File: config.mk
export PLATFORM = sky130hd
export DESIGN_NAME = packet_latency_stats_monitor_core
export DESIGN_NICKNAME = d
export VERILOG_FILES = /design/src/plsm_pkg.sv /design/src/plsm_div.sv /design/src/plsm_dpath.sv /design/src/plsm_ctrl.sv /design/src/packet_latency_stats_monitor_core.sv
export SDC_FILE = /design/constraint.sdc
export NUM_CORES = 2
export LEC_CHECK = 0
export BUFFER_PORTS_ARGS = -buffer_cell sky130_fd_sc_hd__buf_2
export CORE_ASPECT_RATIO = 0.6
export CORE_MARGIN = 1.5
export CORE_UTILIZATION = 65
export DETAILED_ROUTE_END_ITERATION = 10
export PLACE_DENSITY_LB_ADDON = 0.3
export SYNTH_ARGS = -nofsm -noshare
export SYNTH_HDL_FRONTEND = slang
export SYNTH_HIERARCHICAL = 1
export SYNTH_SLANG_ARGS = --single-unit
File: constraint.sdc
create_clock -name clk -period 31.3 [get_ports clk]
set_input_delay 3.13 -clock clk [delete_from_list [all_inputs] [get_ports clk]]
set_output_delay 3.13 -clock clk [all_outputs]
set_load 0.01 [all_outputs]
File: src/plsm_pkg.sv
// Shared types and constants of the packet latency statistics monitor.
`timescale 1ns / 1ps
`default_nettype none

package plsm_pkg;

  // Fixed field widths
  localparam int TS_W  = 64;  // timestamp width
  localparam int SUM_W = 64;  // running sum width
  localparam int CNT_W = 32;  // sample counter width
  localparam int OUT_W = 32;  // result field width
  localparam int CLS_W = 3;   // class index width
  localparam int QCL_W = 2;   // queue class index width

  localparam int NUM_CLASSES  = 6;
  localparam int NUM_QCLASSES = 4;

  localparam logic [CNT_W-1:0] COUNT_MAX = 32'hFFFF_FFFF;

  // Opcodes
  localparam logic [1:0] OP_RECORD = 2'd0;
  localparam logic [1:0] OP_READ   = 2'd1;
  localparam logic [1:0] OP_CLEAR  = 2'd2;

  // Upstream packet kinds
  localparam logic [1:0] KIND_DATA  = 2'd0;
  localparam logic [1:0] KIND_CLOSE = 2'd1;

  // Packet classes
  localparam logic [CLS_W-1:0] CLS_DATA_UP   = 3'd0;
  localparam logic [CLS_W-1:0] CLS_CLOSE_UP  = 3'd1;
  localparam logic [CLS_W-1:0] CLS_OPEN_UP   = 3'd2;
  localparam logic [CLS_W-1:0] CLS_DATA_DOWN = 3'd3;
  localparam logic [CLS_W-1:0] CLS_POOL_UP   = 3'd4;
  localparam logic [CLS_W-1:0] CLS_POOL_DOWN = 3'd5;

  // Controller to datapath commands
  typedef struct packed {
    logic load;       // capture the incoming transaction
    logic upd_main;   // update the packet class
    logic upd_pool;   // update the pool class
    logic clear;      // clear all statistics
    logic div_start;  // launch the average dividers
    logic res_load;   // load the result register
  } cmd_t;

  // Datapath to controller status
  typedef struct packed {
    logic pool_en;    // pool statistics enabled
    logic div_done;   // quotients ready
  } sts_t;

endpackage

`default_nettype wire

File: src/plsm_div.sv
// Radix-2 restoring divider, 64-bit dividend by 32-bit divisor.
`timescale 1ns / 1ps
`default_nettype none

module plsm_div (
  input  wire logic                           clk,
  input  wire logic                           rst_n,
  input  wire logic                           start,
  input  wire logic [plsm_pkg::SUM_W-1:0]     dividend,
  input  wire logic [plsm_pkg::CNT_W-1:0]     divisor,
  output logic                                done,
  output logic [plsm_pkg::SUM_W-1:0]          quotient
);

  localparam int SW   = plsm_pkg::SUM_W;
  localparam int CW   = plsm_pkg::CNT_W;
  localparam int STPW = $clog2(SW);

  logic [SW-1:0]   quo_r, quo_nxt;
  logic [CW-1:0]   rem_r, rem_nxt;
  logic [CW-1:0]   dsr_r;
  logic [STPW-1:0] stp_r;
  logic            busy_r;
  logic            done_r;
  logic [CW:0]     trial;
  logic [CW:0]     diff;
  logic            ge;

  // One quotient bit a cycle, dividend shifts out as quotient shifts in
  always_comb begin
    trial   = {rem_r, quo_r[SW-1]};
    diff    = trial - {1'b0, dsr_r};
    ge      = (trial >= {1'b0, dsr_r});
    rem_nxt = ge ? diff[CW-1:0] : trial[CW-1:0];
    quo_nxt = {quo_r[SW-2:0], ge};
  end

  always_ff @(posedge clk) begin
    if (!rst_n) begin
      busy_r <= 1'b0;
      done_r <= 1'b0;
      stp_r  <= '0;
    end else begin
      done_r <= 1'b0;
      if (start) begin
        busy_r <= 1'b1;
        stp_r  <= '0;
      end else if (busy_r) begin
        stp_r <= stp_r + 1'b1;
        if (stp_r == STPW'(SW - 1)) begin
          busy_r <= 1'b0;
          done_r <= 1'b1;
        end
      end
    end
  end

  always_ff @(posedge clk) begin
    if (start) begin
      quo_r <= dividend;
      rem_r <= '0;
      dsr_r <= divisor;
    end else if (busy_r) begin
      quo_r <= quo_nxt;
      rem_r <= rem_nxt;
    end
  end

  assign done     = done_r;
  assign quotient = quo_r;

endmodule

`default_nettype wire

File: src/plsm_dpath.sv
// Datapath: statistics registers, elapsed time arithmetic, dividers and result register.
`timescale 1ns / 1ps
`default_nettype none

module plsm_dpath #(
  parameter int ELAPSED_WIDTH = 32
) (
  input  wire logic                          clk,
  input  wire logic                          rst_n,
  input  wire plsm_pkg::cmd_t                cmd,
  output plsm_pkg::sts_t                     sts,
  input  wire logic                          cfg_wr_en,
  input  wire logic                          cfg_wr_data,
  input  wire logic [1:0]                    in_opcode,
  input  wire logic                          in_upstream,
  input  wire logic [1:0]                    in_packet_kind,
  input  wire logic [plsm_pkg::TS_W-1:0]     in_proc_start_time,
  input  wire logic [plsm_pkg::TS_W-1:0]     in_proc_end_time,
  input  wire logic [plsm_pkg::TS_W-1:0]     in_queue_start_time,
  input  wire logic [plsm_pkg::TS_W-1:0]     in_queue_end_time,
  input  wire logic [plsm_pkg::TS_W-1:0]     in_pool_in_time,
  input  wire logic [plsm_pkg::TS_W-1:0]     in_pool_out_time,
  input  wire logic [plsm_pkg::CLS_W-1:0]    in_read_class,
  output logic [plsm_pkg::OUT_W-1:0]         out_sample_count,
  output logic [plsm_pkg::OUT_W-1:0]         out_min_total,
  output logic [plsm_pkg::OUT_W-1:0]         out_max_total,
  output logic [plsm_pkg::OUT_W-1:0]         out_avg_total,
  output logic [plsm_pkg::OUT_W-1:0]         out_min_queue,
  output logic [plsm_pkg::OUT_W-1:0]         out_max_queue,
  output logic [plsm_pkg::OUT_W-1:0]         out_avg_queue
);

  localparam int EW  = ELAPSED_WIDTH;
  localparam int SW  = plsm_pkg::SUM_W;
  localparam int CW  = plsm_pkg::CNT_W;
  localparam int OW  = plsm_pkg::OUT_W;
  localparam int TW  = plsm_pkg::TS_W;
  localparam int LW  = plsm_pkg::CLS_W;
  localparam int QW  = plsm_pkg::QCL_W;
  localparam int NC  = plsm_pkg::NUM_CLASSES;
  localparam int NQ  = plsm_pkg::NUM_QCLASSES;
  localparam logic [SW-1:0] EL_MASK =
    (EW >= SW) ? {SW{1'b1}} : ((SW'(1) << EW) - SW'(1));

  // Statistics store
  logic [CW-1:0] cnt_r  [NC];
  logic [SW-1:0] tsum_r [NC];
  logic [EW-1:0] tmin_r [NC];
  logic [EW-1:0] tmax_r [NC];
  logic [SW-1:0] qsum_r [NQ];
  logic [EW-1:0] qmin_r [NQ];
  logic [EW-1:0] qmax_r [NQ];

  logic          pool_en_r;

  // Captured transaction
  logic [1:0]    op_r;
  logic [LW-1:0] mcls_r;
  logic [LW-1:0] pcls_r;
  logic [LW-1:0] rc_r;
  logic [EW-1:0] el_tot_r;
  logic [EW-1:0] el_q_r;
  logic [EW-1:0] el_pool_r;

  logic [OW-1:0] cnt_o_r, tmin_o_r, tmax_o_r, tavg_o_r, qmin_o_r, qmax_o_r, qavg_o_r;

  logic [TW-1:0] d_tot, d_q, d_pool;
  logic [LW-1:0] mcls_nxt;

  logic [LW-1:0] ucls;
  logic [QW-1:0] uq;
  logic [EW-1:0] uval;
  logic [CW-1:0] cnt_nxt;
  logic [SW:0]   tsum_add, qsum_add;
  logic [SW-1:0] tsum_nxt, qsum_nxt;
  logic [EW-1:0] tmin_nxt, tmax_nxt, qmin_nxt, qmax_nxt;

  logic          rc_ok, rq_ok;
  logic [LW-1:0] ridx;
  logic [QW-1:0] rq;
  logic          tdiv_done, qdiv_done;
  logic [SW-1:0] tquo, qquo;

  function automatic logic [OW-1:0] avg_sat(input logic [SW-1:0] q, input logic [CW-1:0] n);
    logic [SW-1:0] s;
    begin
      s       = (q > EL_MASK) ? EL_MASK : q;
      avg_sat = (n == '0) ? '0 : s[OW-1:0];
    end
  endfunction

  // Elapsed times and class of the incoming sample
  always_comb begin
    d_tot  = in_proc_end_time - in_proc_start_time;
    d_q    = in_queue_end_time - in_queue_start_time;
    d_pool = in_pool_out_time - in_pool_in_time;
    if (!in_upstream) begin
      mcls_nxt = plsm_pkg::CLS_DATA_DOWN;
    end else if (in_packet_kind == plsm_pkg::KIND_DATA) begin
      mcls_nxt = plsm_pkg::CLS_DATA_UP;
    end else if (in_packet_kind == plsm_pkg::KIND_CLOSE) begin
      mcls_nxt = plsm_pkg::CLS_CLOSE_UP;
    end else begin
      mcls_nxt = plsm_pkg::CLS_OPEN_UP;
    end
  end

  always_ff @(posedge clk) begin
    if (cmd.load) begin
      op_r      <= in_opcode;
      mcls_r    <= mcls_nxt;
      pcls_r    <= in_upstream ? plsm_pkg::CLS_POOL_UP : plsm_pkg::CLS_POOL_DOWN;
      rc_r      <= in_read_class;
      el_tot_r  <= d_tot[EW-1:0];
      el_q_r    <= d_q[EW-1:0];
      el_pool_r <= d_pool[EW-1:0];
    end
  end

  always_ff @(posedge clk) begin
    if (!rst_n) begin
      pool_en_r <= 1'b0;
    end else if (cfg_wr_en) begin
      pool_en_r <= cfg_wr_data;
    end
  end

  // Update step: one class a cycle
  always_comb begin
    ucls     = cmd.upd_pool ? pcls_r : mcls_r;
    uq       = mcls_r[QW-1:0];
    uval     = cmd.upd_pool ? el_pool_r : el_tot_r;
    cnt_nxt  = (cnt_r[ucls] == plsm_pkg::COUNT_MAX) ? cnt_r[ucls] : cnt_r[ucls] + 1'b1;
    tsum_add = {1'b0, tsum_r[ucls]} + {1'b0, SW'(uval)};
    tsum_nxt = tsum_add[SW] ? {SW{1'b1}} : tsum_add[SW-1:0];
    tmin_nxt = (uval < tmin_r[ucls]) ? uval : tmin_r[ucls];
    tmax_nxt = (uval > tmax_r[ucls]) ? uval : tmax_r[ucls];
    qsum_add = {1'b0, qsum_r[uq]} + {1'b0, SW'(el_q_r)};
    qsum_nxt = qsum_add[SW] ? {SW{1'b1}} : qsum_add[SW-1:0];
    qmin_nxt = (el_q_r < qmin_r[uq]) ? el_q_r : qmin_r[uq];
    qmax_nxt = (el_q_r > qmax_r[uq]) ? el_q_r : qmax_r[uq];
  end

  always_ff @(posedge clk) begin
    if (!rst_n || cmd.clear) begin
      for (int i = 0; i < NC; i++) begin
        cnt_r[i]  <= '0;
        tsum_r[i] <= '0;
        tmin_r[i] <= '1;
        tmax_r[i] <= '0;
      end
      for (int i = 0; i < NQ; i++) begin
        qsum_r[i] <= '0;
        qmin_r[i] <= '1;
        qmax_r[i] <= '0;
      end
    end else begin
      if (cmd.upd_main || cmd.upd_pool) begin
        cnt_r[ucls]  <= cnt_nxt;
        tsum_r[ucls] <= tsum_nxt;
        tmin_r[ucls] <= tmin_nxt;
        tmax_r[ucls] <= tmax_nxt;
      end
      if (cmd.upd_main) begin
        qsum_r[uq] <= qsum_nxt;
        qmin_r[uq] <= qmin_nxt;
        qmax_r[uq] <= qmax_nxt;
      end
    end
  end

  // Read path
  always_comb begin
    rc_ok = (rc_r < LW'(NC));
    rq_ok = (rc_r < LW'(NQ));
    ridx  = rc_ok ? rc_r : '0;
    rq    = rc_r[QW-1:0];
  end

  plsm_div u_tdiv (
    .clk      (clk),
    .rst_n    (rst_n),
    .start    (cmd.div_start),
    .dividend (tsum_r[ridx]),
    .divisor  (cnt_r[ridx]),
    .done     (tdiv_done),
    .quotient (tquo)
  );

  plsm_div u_qdiv (
    .clk      (clk),
    .rst_n    (rst_n),
    .start    (cmd.div_start),
    .dividend (qsum_r[rq]),
    .divisor  (cnt_r[ridx]),
    .done     (qdiv_done),
    .quotient (qquo)
  );

  always_ff @(posedge clk) begin
    if (cmd.res_load) begin
      cnt_o_r  <= '0;
      tmin_o_r <= '0;
      tmax_o_r <= '0;
      tavg_o_r <= '0;
      qmin_o_r <= '0;
      qmax_o_r <= '0;
      qavg_o_r <= '0;
      if (op_r == plsm_pkg::OP_READ && rc_ok) begin
        cnt_o_r  <= OW'(cnt_r[ridx]);
        tmin_o_r <= OW'(tmin_r[ridx]);
        tmax_o_r <= OW'(tmax_r[ridx]);
        tavg_o_r <= avg_sat(tquo, cnt_r[ridx]);
        if (rq_ok) begin
          qmin_o_r <= OW'(qmin_r[rq]);
          qmax_o_r <= OW'(qmax_r[rq]);
          qavg_o_r <= avg_sat(qquo, cnt_r[ridx]);
        end
      end
    end
  end

  assign sts = '{pool_en: pool_en_r, div_done: tdiv_done & qdiv_done};

  assign out_sample_count = cnt_o_r;
  assign out_min_total    = tmin_o_r;
  assign out_max_total    = tmax_o_r;
  assign out_avg_total    = tavg_o_r;
  assign out_min_queue    = qmin_o_r;
  assign out_max_queue    = qmax_o_r;
  assign out_avg_queue    = qavg_o_r;

endmodule

`default_nettype wire

File: src/plsm_ctrl.sv
// Controller: sequences record, read and clear transactions and the output handshake.
`timescale 1ns / 1ps
`default_nettype none

module plsm_ctrl (
  input  wire logic           clk,
  input  wire logic           rst_n,
  input  wire logic           in_valid,
  input  wire logic [1:0]     in_opcode,
  output logic                in_stall,
  output logic                out_valid,
  input  wire logic           out_stall,
  input  wire plsm_pkg::sts_t sts,
  output plsm_pkg::cmd_t      cmd
);

  typedef enum logic [2:0] {
    S_IDLE,
    S_UPD_MAIN,
    S_UPD_POOL,
    S_CLEAR,
    S_RD_START,
    S_RD_WAIT,
    S_DONE
  } state_t;

  state_t state_r, state_nxt;
  logic   out_valid_r, out_valid_nxt;
  logic   res_free;

  always_comb begin
    res_free      = !out_valid_r || !out_stall;
    cmd           = '0;
    state_nxt     = state_r;
    out_valid_nxt = out_valid_r && out_stall;
    case (state_r)
      S_IDLE: begin
        cmd.load = in_valid;
        if (in_valid) begin
          case (in_opcode)
            plsm_pkg::OP_RECORD: state_nxt = S_UPD_MAIN;
            plsm_pkg::OP_READ:   state_nxt = S_RD_START;
            plsm_pkg::OP_CLEAR:  state_nxt = S_CLEAR;
            default:             state_nxt = S_DONE;
          endcase
        end
      end
      S_UPD_MAIN: begin
        cmd.upd_main = 1'b1;
        state_nxt    = sts.pool_en ? S_UPD_POOL : S_DONE;
      end
      S_UPD_POOL: begin
        cmd.upd_pool = 1'b1;
        state_nxt    = S_DONE;
      end
      S_CLEAR: begin
        cmd.clear = 1'b1;
        state_nxt = S_DONE;
      end
      S_RD_START: begin
        cmd.div_start = 1'b1;
        state_nxt     = S_RD_WAIT;
      end
      S_RD_WAIT: begin
        if (sts.div_done) begin
          state_nxt = S_DONE;
        end
      end
      S_DONE: begin
        // hold until the result register is free
        if (res_free) begin
          cmd.res_load  = 1'b1;
          out_valid_nxt = 1'b1;
          state_nxt     = S_IDLE;
        end
      end
      default: begin
        state_nxt = S_IDLE;
      end
    endcase
  end

  always_ff @(posedge clk) begin
    if (!rst_n) begin
      state_r     <= S_IDLE;
      out_valid_r <= 1'b0;
    end else begin
      state_r     <= state_nxt;
      out_valid_r <= out_valid_nxt;
    end
  end

  assign in_stall  = (state_r != S_IDLE);
  assign out_valid = out_valid_r;

endmodule

`default_nettype wire

File: src/packet_latency_stats_monitor_core.sv
// Top level of the packet latency statistics monitor.
// Sequence: record updates the packet class, then the pool class with pool statistics on;
//   clear empties the store; unused opcode does nothing; read runs the 64-step average dividers.
// Throughput: one transaction at a time; the next is taken the cycle after the result is
//   loaded into the output register, which may still be waiting on out_stall.
// Reset (rst_n low, synchronous): all statistics cleared, minima all ones, pool stats off.
`timescale 1ns / 1ps
`default_nettype none

module packet_latency_stats_monitor_core #(
  parameter int ELAPSED_WIDTH = 32
) (
  input  wire logic                          clk,
  input  wire logic                          rst_n,
  // configuration
  input  wire logic                          cfg_wr_en,
  input  wire logic                          cfg_wr_data,
  // input channel
  input  wire logic                          in_valid,
  output logic                               in_stall,
  input  wire logic [1:0]                    in_opcode,
  input  wire logic                          in_upstream,
  input  wire logic [1:0]                    in_packet_kind,
  input  wire logic [plsm_pkg::TS_W-1:0]     in_proc_start_time,
  input  wire logic [plsm_pkg::TS_W-1:0]     in_proc_end_time,
  input  wire logic [plsm_pkg::TS_W-1:0]     in_queue_start_time,
  input  wire logic [plsm_pkg::TS_W-1:0]     in_queue_end_time,
  input  wire logic [plsm_pkg::TS_W-1:0]     in_pool_in_time,
  input  wire logic [plsm_pkg::TS_W-1:0]     in_pool_out_time,
  input  wire logic [plsm_pkg::CLS_W-1:0]    in_read_class,
  // result channel
  output logic                               out_valid,
  input  wire logic                          out_stall,
  output logic [plsm_pkg::OUT_W-1:0]         out_sample_count,
  output logic [plsm_pkg::OUT_W-1:0]         out_min_total,
  output logic [plsm_pkg::OUT_W-1:0]         out_max_total,
  output logic [plsm_pkg::OUT_W-1:0]         out_avg_total,
  output logic [plsm_pkg::OUT_W-1:0]         out_min_queue,
  output logic [plsm_pkg::OUT_W-1:0]         out_max_queue,
  output logic [plsm_pkg::OUT_W-1:0]         out_avg_queue
);

  plsm_pkg::cmd_t cmd;
  plsm_pkg::sts_t sts;

  // Controller: one transaction in flight, result parked in the output register
  plsm_ctrl u_ctrl (
    .clk       (clk),
    .rst_n     (rst_n),
    .in_valid  (in_valid),
    .in_opcode (in_opcode),
    .in_stall  (in_stall),
    .out_valid (out_valid),
    .out_stall (out_stall),
    .sts       (sts),
    .cmd       (cmd)
  );

  // Datapath: statistics store, elapsed time arithmetic, averaging dividers
  plsm_dpath #(
    .ELAPSED_WIDTH (ELAPSED_WIDTH)
  ) u_dpath (
    .clk                 (clk),
    .rst_n               (rst_n),
    .cmd                 (cmd),
    .sts                 (sts),
    .cfg_wr_en           (cfg_wr_en),
    .cfg_wr_data         (cfg_wr_data),
    .in_opcode           (in_opcode),
    .in_upstream         (in_upstream),
    .in_packet_kind      (in_packet_kind),
    .in_proc_start_time  (in_proc_start_time),
    .in_proc_end_time    (in_proc_end_time),
    .in_queue_start_time (in_queue_start_time),
    .in_queue_end_time   (in_queue_end_time),
    .in_pool_in_time     (in_pool_in_time),
    .in_pool_out_time    (in_pool_out_time),
    .in_read_class       (in_read_class),
    .out_sample_count    (out_sample_count),
    .out_min_total       (out_min_total),
    .out_max_total       (out_max_total),
    .out_avg_total       (out_avg_total),
    .out_min_queue       (out_min_queue),
    .out_max_queue       (out_max_queue),
    .out_avg_queue       (out_avg_queue)
  );

  // An accepted transaction always blocks the input on the next cycle
  a_accept_then_busy: assert property (@(posedge clk) disable iff (!rst_n)
    (in_valid && !in_stall) |=> in_stall)
    else $error("input not held off after acceptance");

  // A new result only appears while a transaction is being worked on
  a_result_from_work: assert property (@(posedge clk) disable iff (!rst_n)
    $rose(out_valid) |-> $past(in_stall))
    else $error("result produced without a transaction in flight");

  // At most one datapath operation per cycle
  a_one_command: assert property (@(posedge clk) disable iff (!rst_n)
    $onehot0({cmd.upd_main, cmd.upd_pool, cmd.clear, cmd.div_start, cmd.res_load}))
    else $error("conflicting datapath commands");

  // Divider completion only during a read in progress
  a_div_in_read: assert property (@(posedge clk) disable iff (!rst_n)
    sts.div_done |-> in_stall)
    else $error("divider completed while idle");

endmodule

`default_nettype wire

==> results.toml <==
[run_status]
status = "finished clean"

[clocking]
clk_latency_ps = 890
cts_buffer_depth = 4
post_cts_buffers = 0
clkSinkCount = 2081
cts_made_buffers = 196
cts_tree = "yes"
cts.clk_slew.worst_paths_ps = 60
root_buffer = "clkbuf_16"
htreeDepth = 4
cts-hold-fix-buffers = 0
cts_resized = 0

[synth]
synthDistinctLibCells = 121
synth_flop_cell = "edfxtp_1"
synth_warnings = 6
synth_area_per_cell_um2 = 11.68
synthTopCellsByCount = "edfxtp_1, nor2_1, nand2_1, a21oi_1, mux2i_1"
postSynth.asyncResetShare = 0
ys_ff_latch = 2081
synth_cells = 9918
synth_area_leaders = "edfxtp_1, mux4_2, nor2_1"
yosysTopAreaCell = "edfxtp_1"
syn_nets = 10670
synth-edff-count = 1992
synth_top_cell_area_share = 0.5162
netlist_area_um2 = 115900
synthMostInstantiatedCell = "edfxtp_1"
ys_seq_area_frac = 0.5315

[global_route]
grt_pass1_vias = 85940
grt_use_met2 = 0.5661
met3_usage = 0.1334
grt_pass1_wl_um = 531500
gr-total-overflow = 0
grt_util_met1 = 0.5492
gr-usage-all-layers = 0.3916
antenna_found_initial = 34
grt_max_degree = 134
gr-max-usage-layer = "met2"

[worst_hold_path]
hp-start = "u_dpath/u_qdiv/rem_r[29]"
hp-class = "reg2reg"

[finish]
register_area_um2 = 61610
multi_input_area_um2 = 50290
fin_nets = 10780
nFillCells = 12040
drive_above_1_share = 0.1731
finish.utilization = 0.7134
syn_to_final_growth_pct = 8.526
final_cells = 12540

[placement]
dp_cells = 12180
pre_cts_ws_ps = 23020
hpwl_um = 224100
io_buffers = 431
routabilityCongestion = 0.9580

[floorplan]
rows = 119
core_area_um2 = 176300
start_util = 0.6574
ioPinCount = 624
die_w_um = 548.1
die_h_um = 330.1
dieArea_um2 = 180900

[drt]
vias_per_cell = 7.043
ant_nets = 0
drcViolationCount = 0
num_vias = 88310
drt_iter0_markers = 14830
wirelength_um = 359800
dr.pass1.iters = 7
routedWlPerCell_um = 28.70

[timing]
min_period_ps = 8320
rsz0062_at_grt = "false"
finClkSkew_ps = 78.61
finalWorstSetupSlack_ps = 22980
setup_viol_count_final = 0
worstMarginPinSlew_ps = 1257
final.setup.tns_ps = 0
fmax_ghz = 0.1202
hold_violations = 0
slew_violations = 0
slew_headroom = 0.1618
fin_crit_sh = 0.2658

[critical_path]
cp_max_fo = 57
critPathRequiredTime_ps = 31840
worst-endpoint-arrival_ps = 8860
startpoint_type = "register"
reg2reg_from = "u_ctrl/state_r[1]"
startpoint = "u_ctrl/state_r[1]"
cp-end-kind = "register"
setup.worst_path.class = "reg2reg"

[power]
power.leakage_uw = 0.04644
power_density_nw_per_um2 = 68.34
total_power_uw = 8595
peakVddDrop_uv = 47.79

[job]
drv_cap = 0
-- layout make-up --
class | instances | share of cell area
Sequential cell | 2081 | 0.4899
Clock inverter | 104 | 0.006894
Tap cell | 2359 | 0.02347
Timing Repair Buffer | 584 | 0.02748
Antenna cell | 9 | 0.0001791
Inverter | 361 | 0.01083
Clock buffer | 244 | 0.04143
Multi-Input combinational cell | 6797 | 0.3998
-- through the flow --
| stage | area [um^2] | hold WS (ps) |
|---|---|---|
| 3_5_place_dp | 119700 | 474.2 |
| 5_1_grt | 125700 | 510.8 |
| 2_1_floorplan | 115900 | 441.0 |
| 6_report | 125800 | 496.1 |
| 4_1_cts | 125700 | 481.0 |
| 3_3_place_gp | 119700 | 469.6 |
-- where the power goes --
group	switching [uW]	total, uW	internal (uW)
Clock	1070	2350	1290
Sequential	178	3560	3380
Combinational	1760	2680	923
Total	3000	8590	5590
-- metal layers --
layer / part of all wire / routed length [um]
met1: 0.37 / 132700
met2: 0.42 / 151400
met3: 0.17 / 59840
met4: 0.043 / 15510
met5: 0.0011 / 385
-- flip-flops by register name, summed over array words and instances (netlist names), 64 cells and up, named ones only --
register                 cells
u_dpath/tsum_r             384
u_dpath/qsum_r             256
u_dpath/cnt_r              192
u_dpath/tmax_r             192
u_dpath/tmin_r             192
u_dpath/qmax_r             128
u_dpath/qmin_r             128
u_dpath/u_qdiv/quotient     64
u_dpath/u_tdiv/quotient     64
-- placed cells by master (no fill, tap or decap), types with 90 or more instances in the layout --
cell / n
edfxtp_1: 1992
nor2_1: 1305
nand2_1: 954
a21oi_1: 683
mux2i_1: 450
buf_2: 431
mux4_2: 398
o21ai_0: 368
inv_1: 356
ha_1: 350
mux2_2: 341
clkbuf_16: 201
a21o_1: 157
xnor2_1: 150
nand3_1: 143
buf_4: 141
o21a_1: 134
nor2b_1: 100
nand4_1: 91
nor3_1: 90
-- cells by family (layout without fill, tap and decap cells) --
logic type / Yosys count / after routing / synth area share
AND/OR/NAND/NOR: 3049 / 3049 / 0.1158
buffers and inverters: 1040 / 1293 / 0.03799
XOR/XNOR: 232 / 232 / 0.01766
adder cells (fa/ha/maj): 357 / 357 / 0.03900
multiplexers: 1192 / 1192 / 0.1497
other: 0 / 9 / 0
flip-flops: 2081 / 2081 / 0.5315
AO/OA/AOI/OAI: 1967 / 1967 / 0.1083
-- worst paths after layout --
kind | endpoint | slack, ps | cells after the start
setup / recovery | u_dpath/tmax_r[1][31] | 22980 | 16
hold / removal | u_dpath/u_qdiv/rem_r[29] | 500 | 2
setup reg to reg | u_dpath/tmax_r[1][31] | 22980 | 16
hold reg to reg | u_dpath/u_qdiv/rem_r[29] | 500 | 2
-- critical path, cell delays in order, from the launching register on --
cell and delay [ps]:
dfxtp_1 530, nor3b_2 240, buf_4 620, mux2i_4 350, buf_4 600, buf_4 680, buf_4 640, mux4_2 580
a21oi_1 310, ha_1 200, nand4_1 140, nor4_1 810, nand4_1 450, a21boi_0 260, a31o_2 600, o21ai_0 760
a21oi_1 150
(Power assumes the default switching activity.)
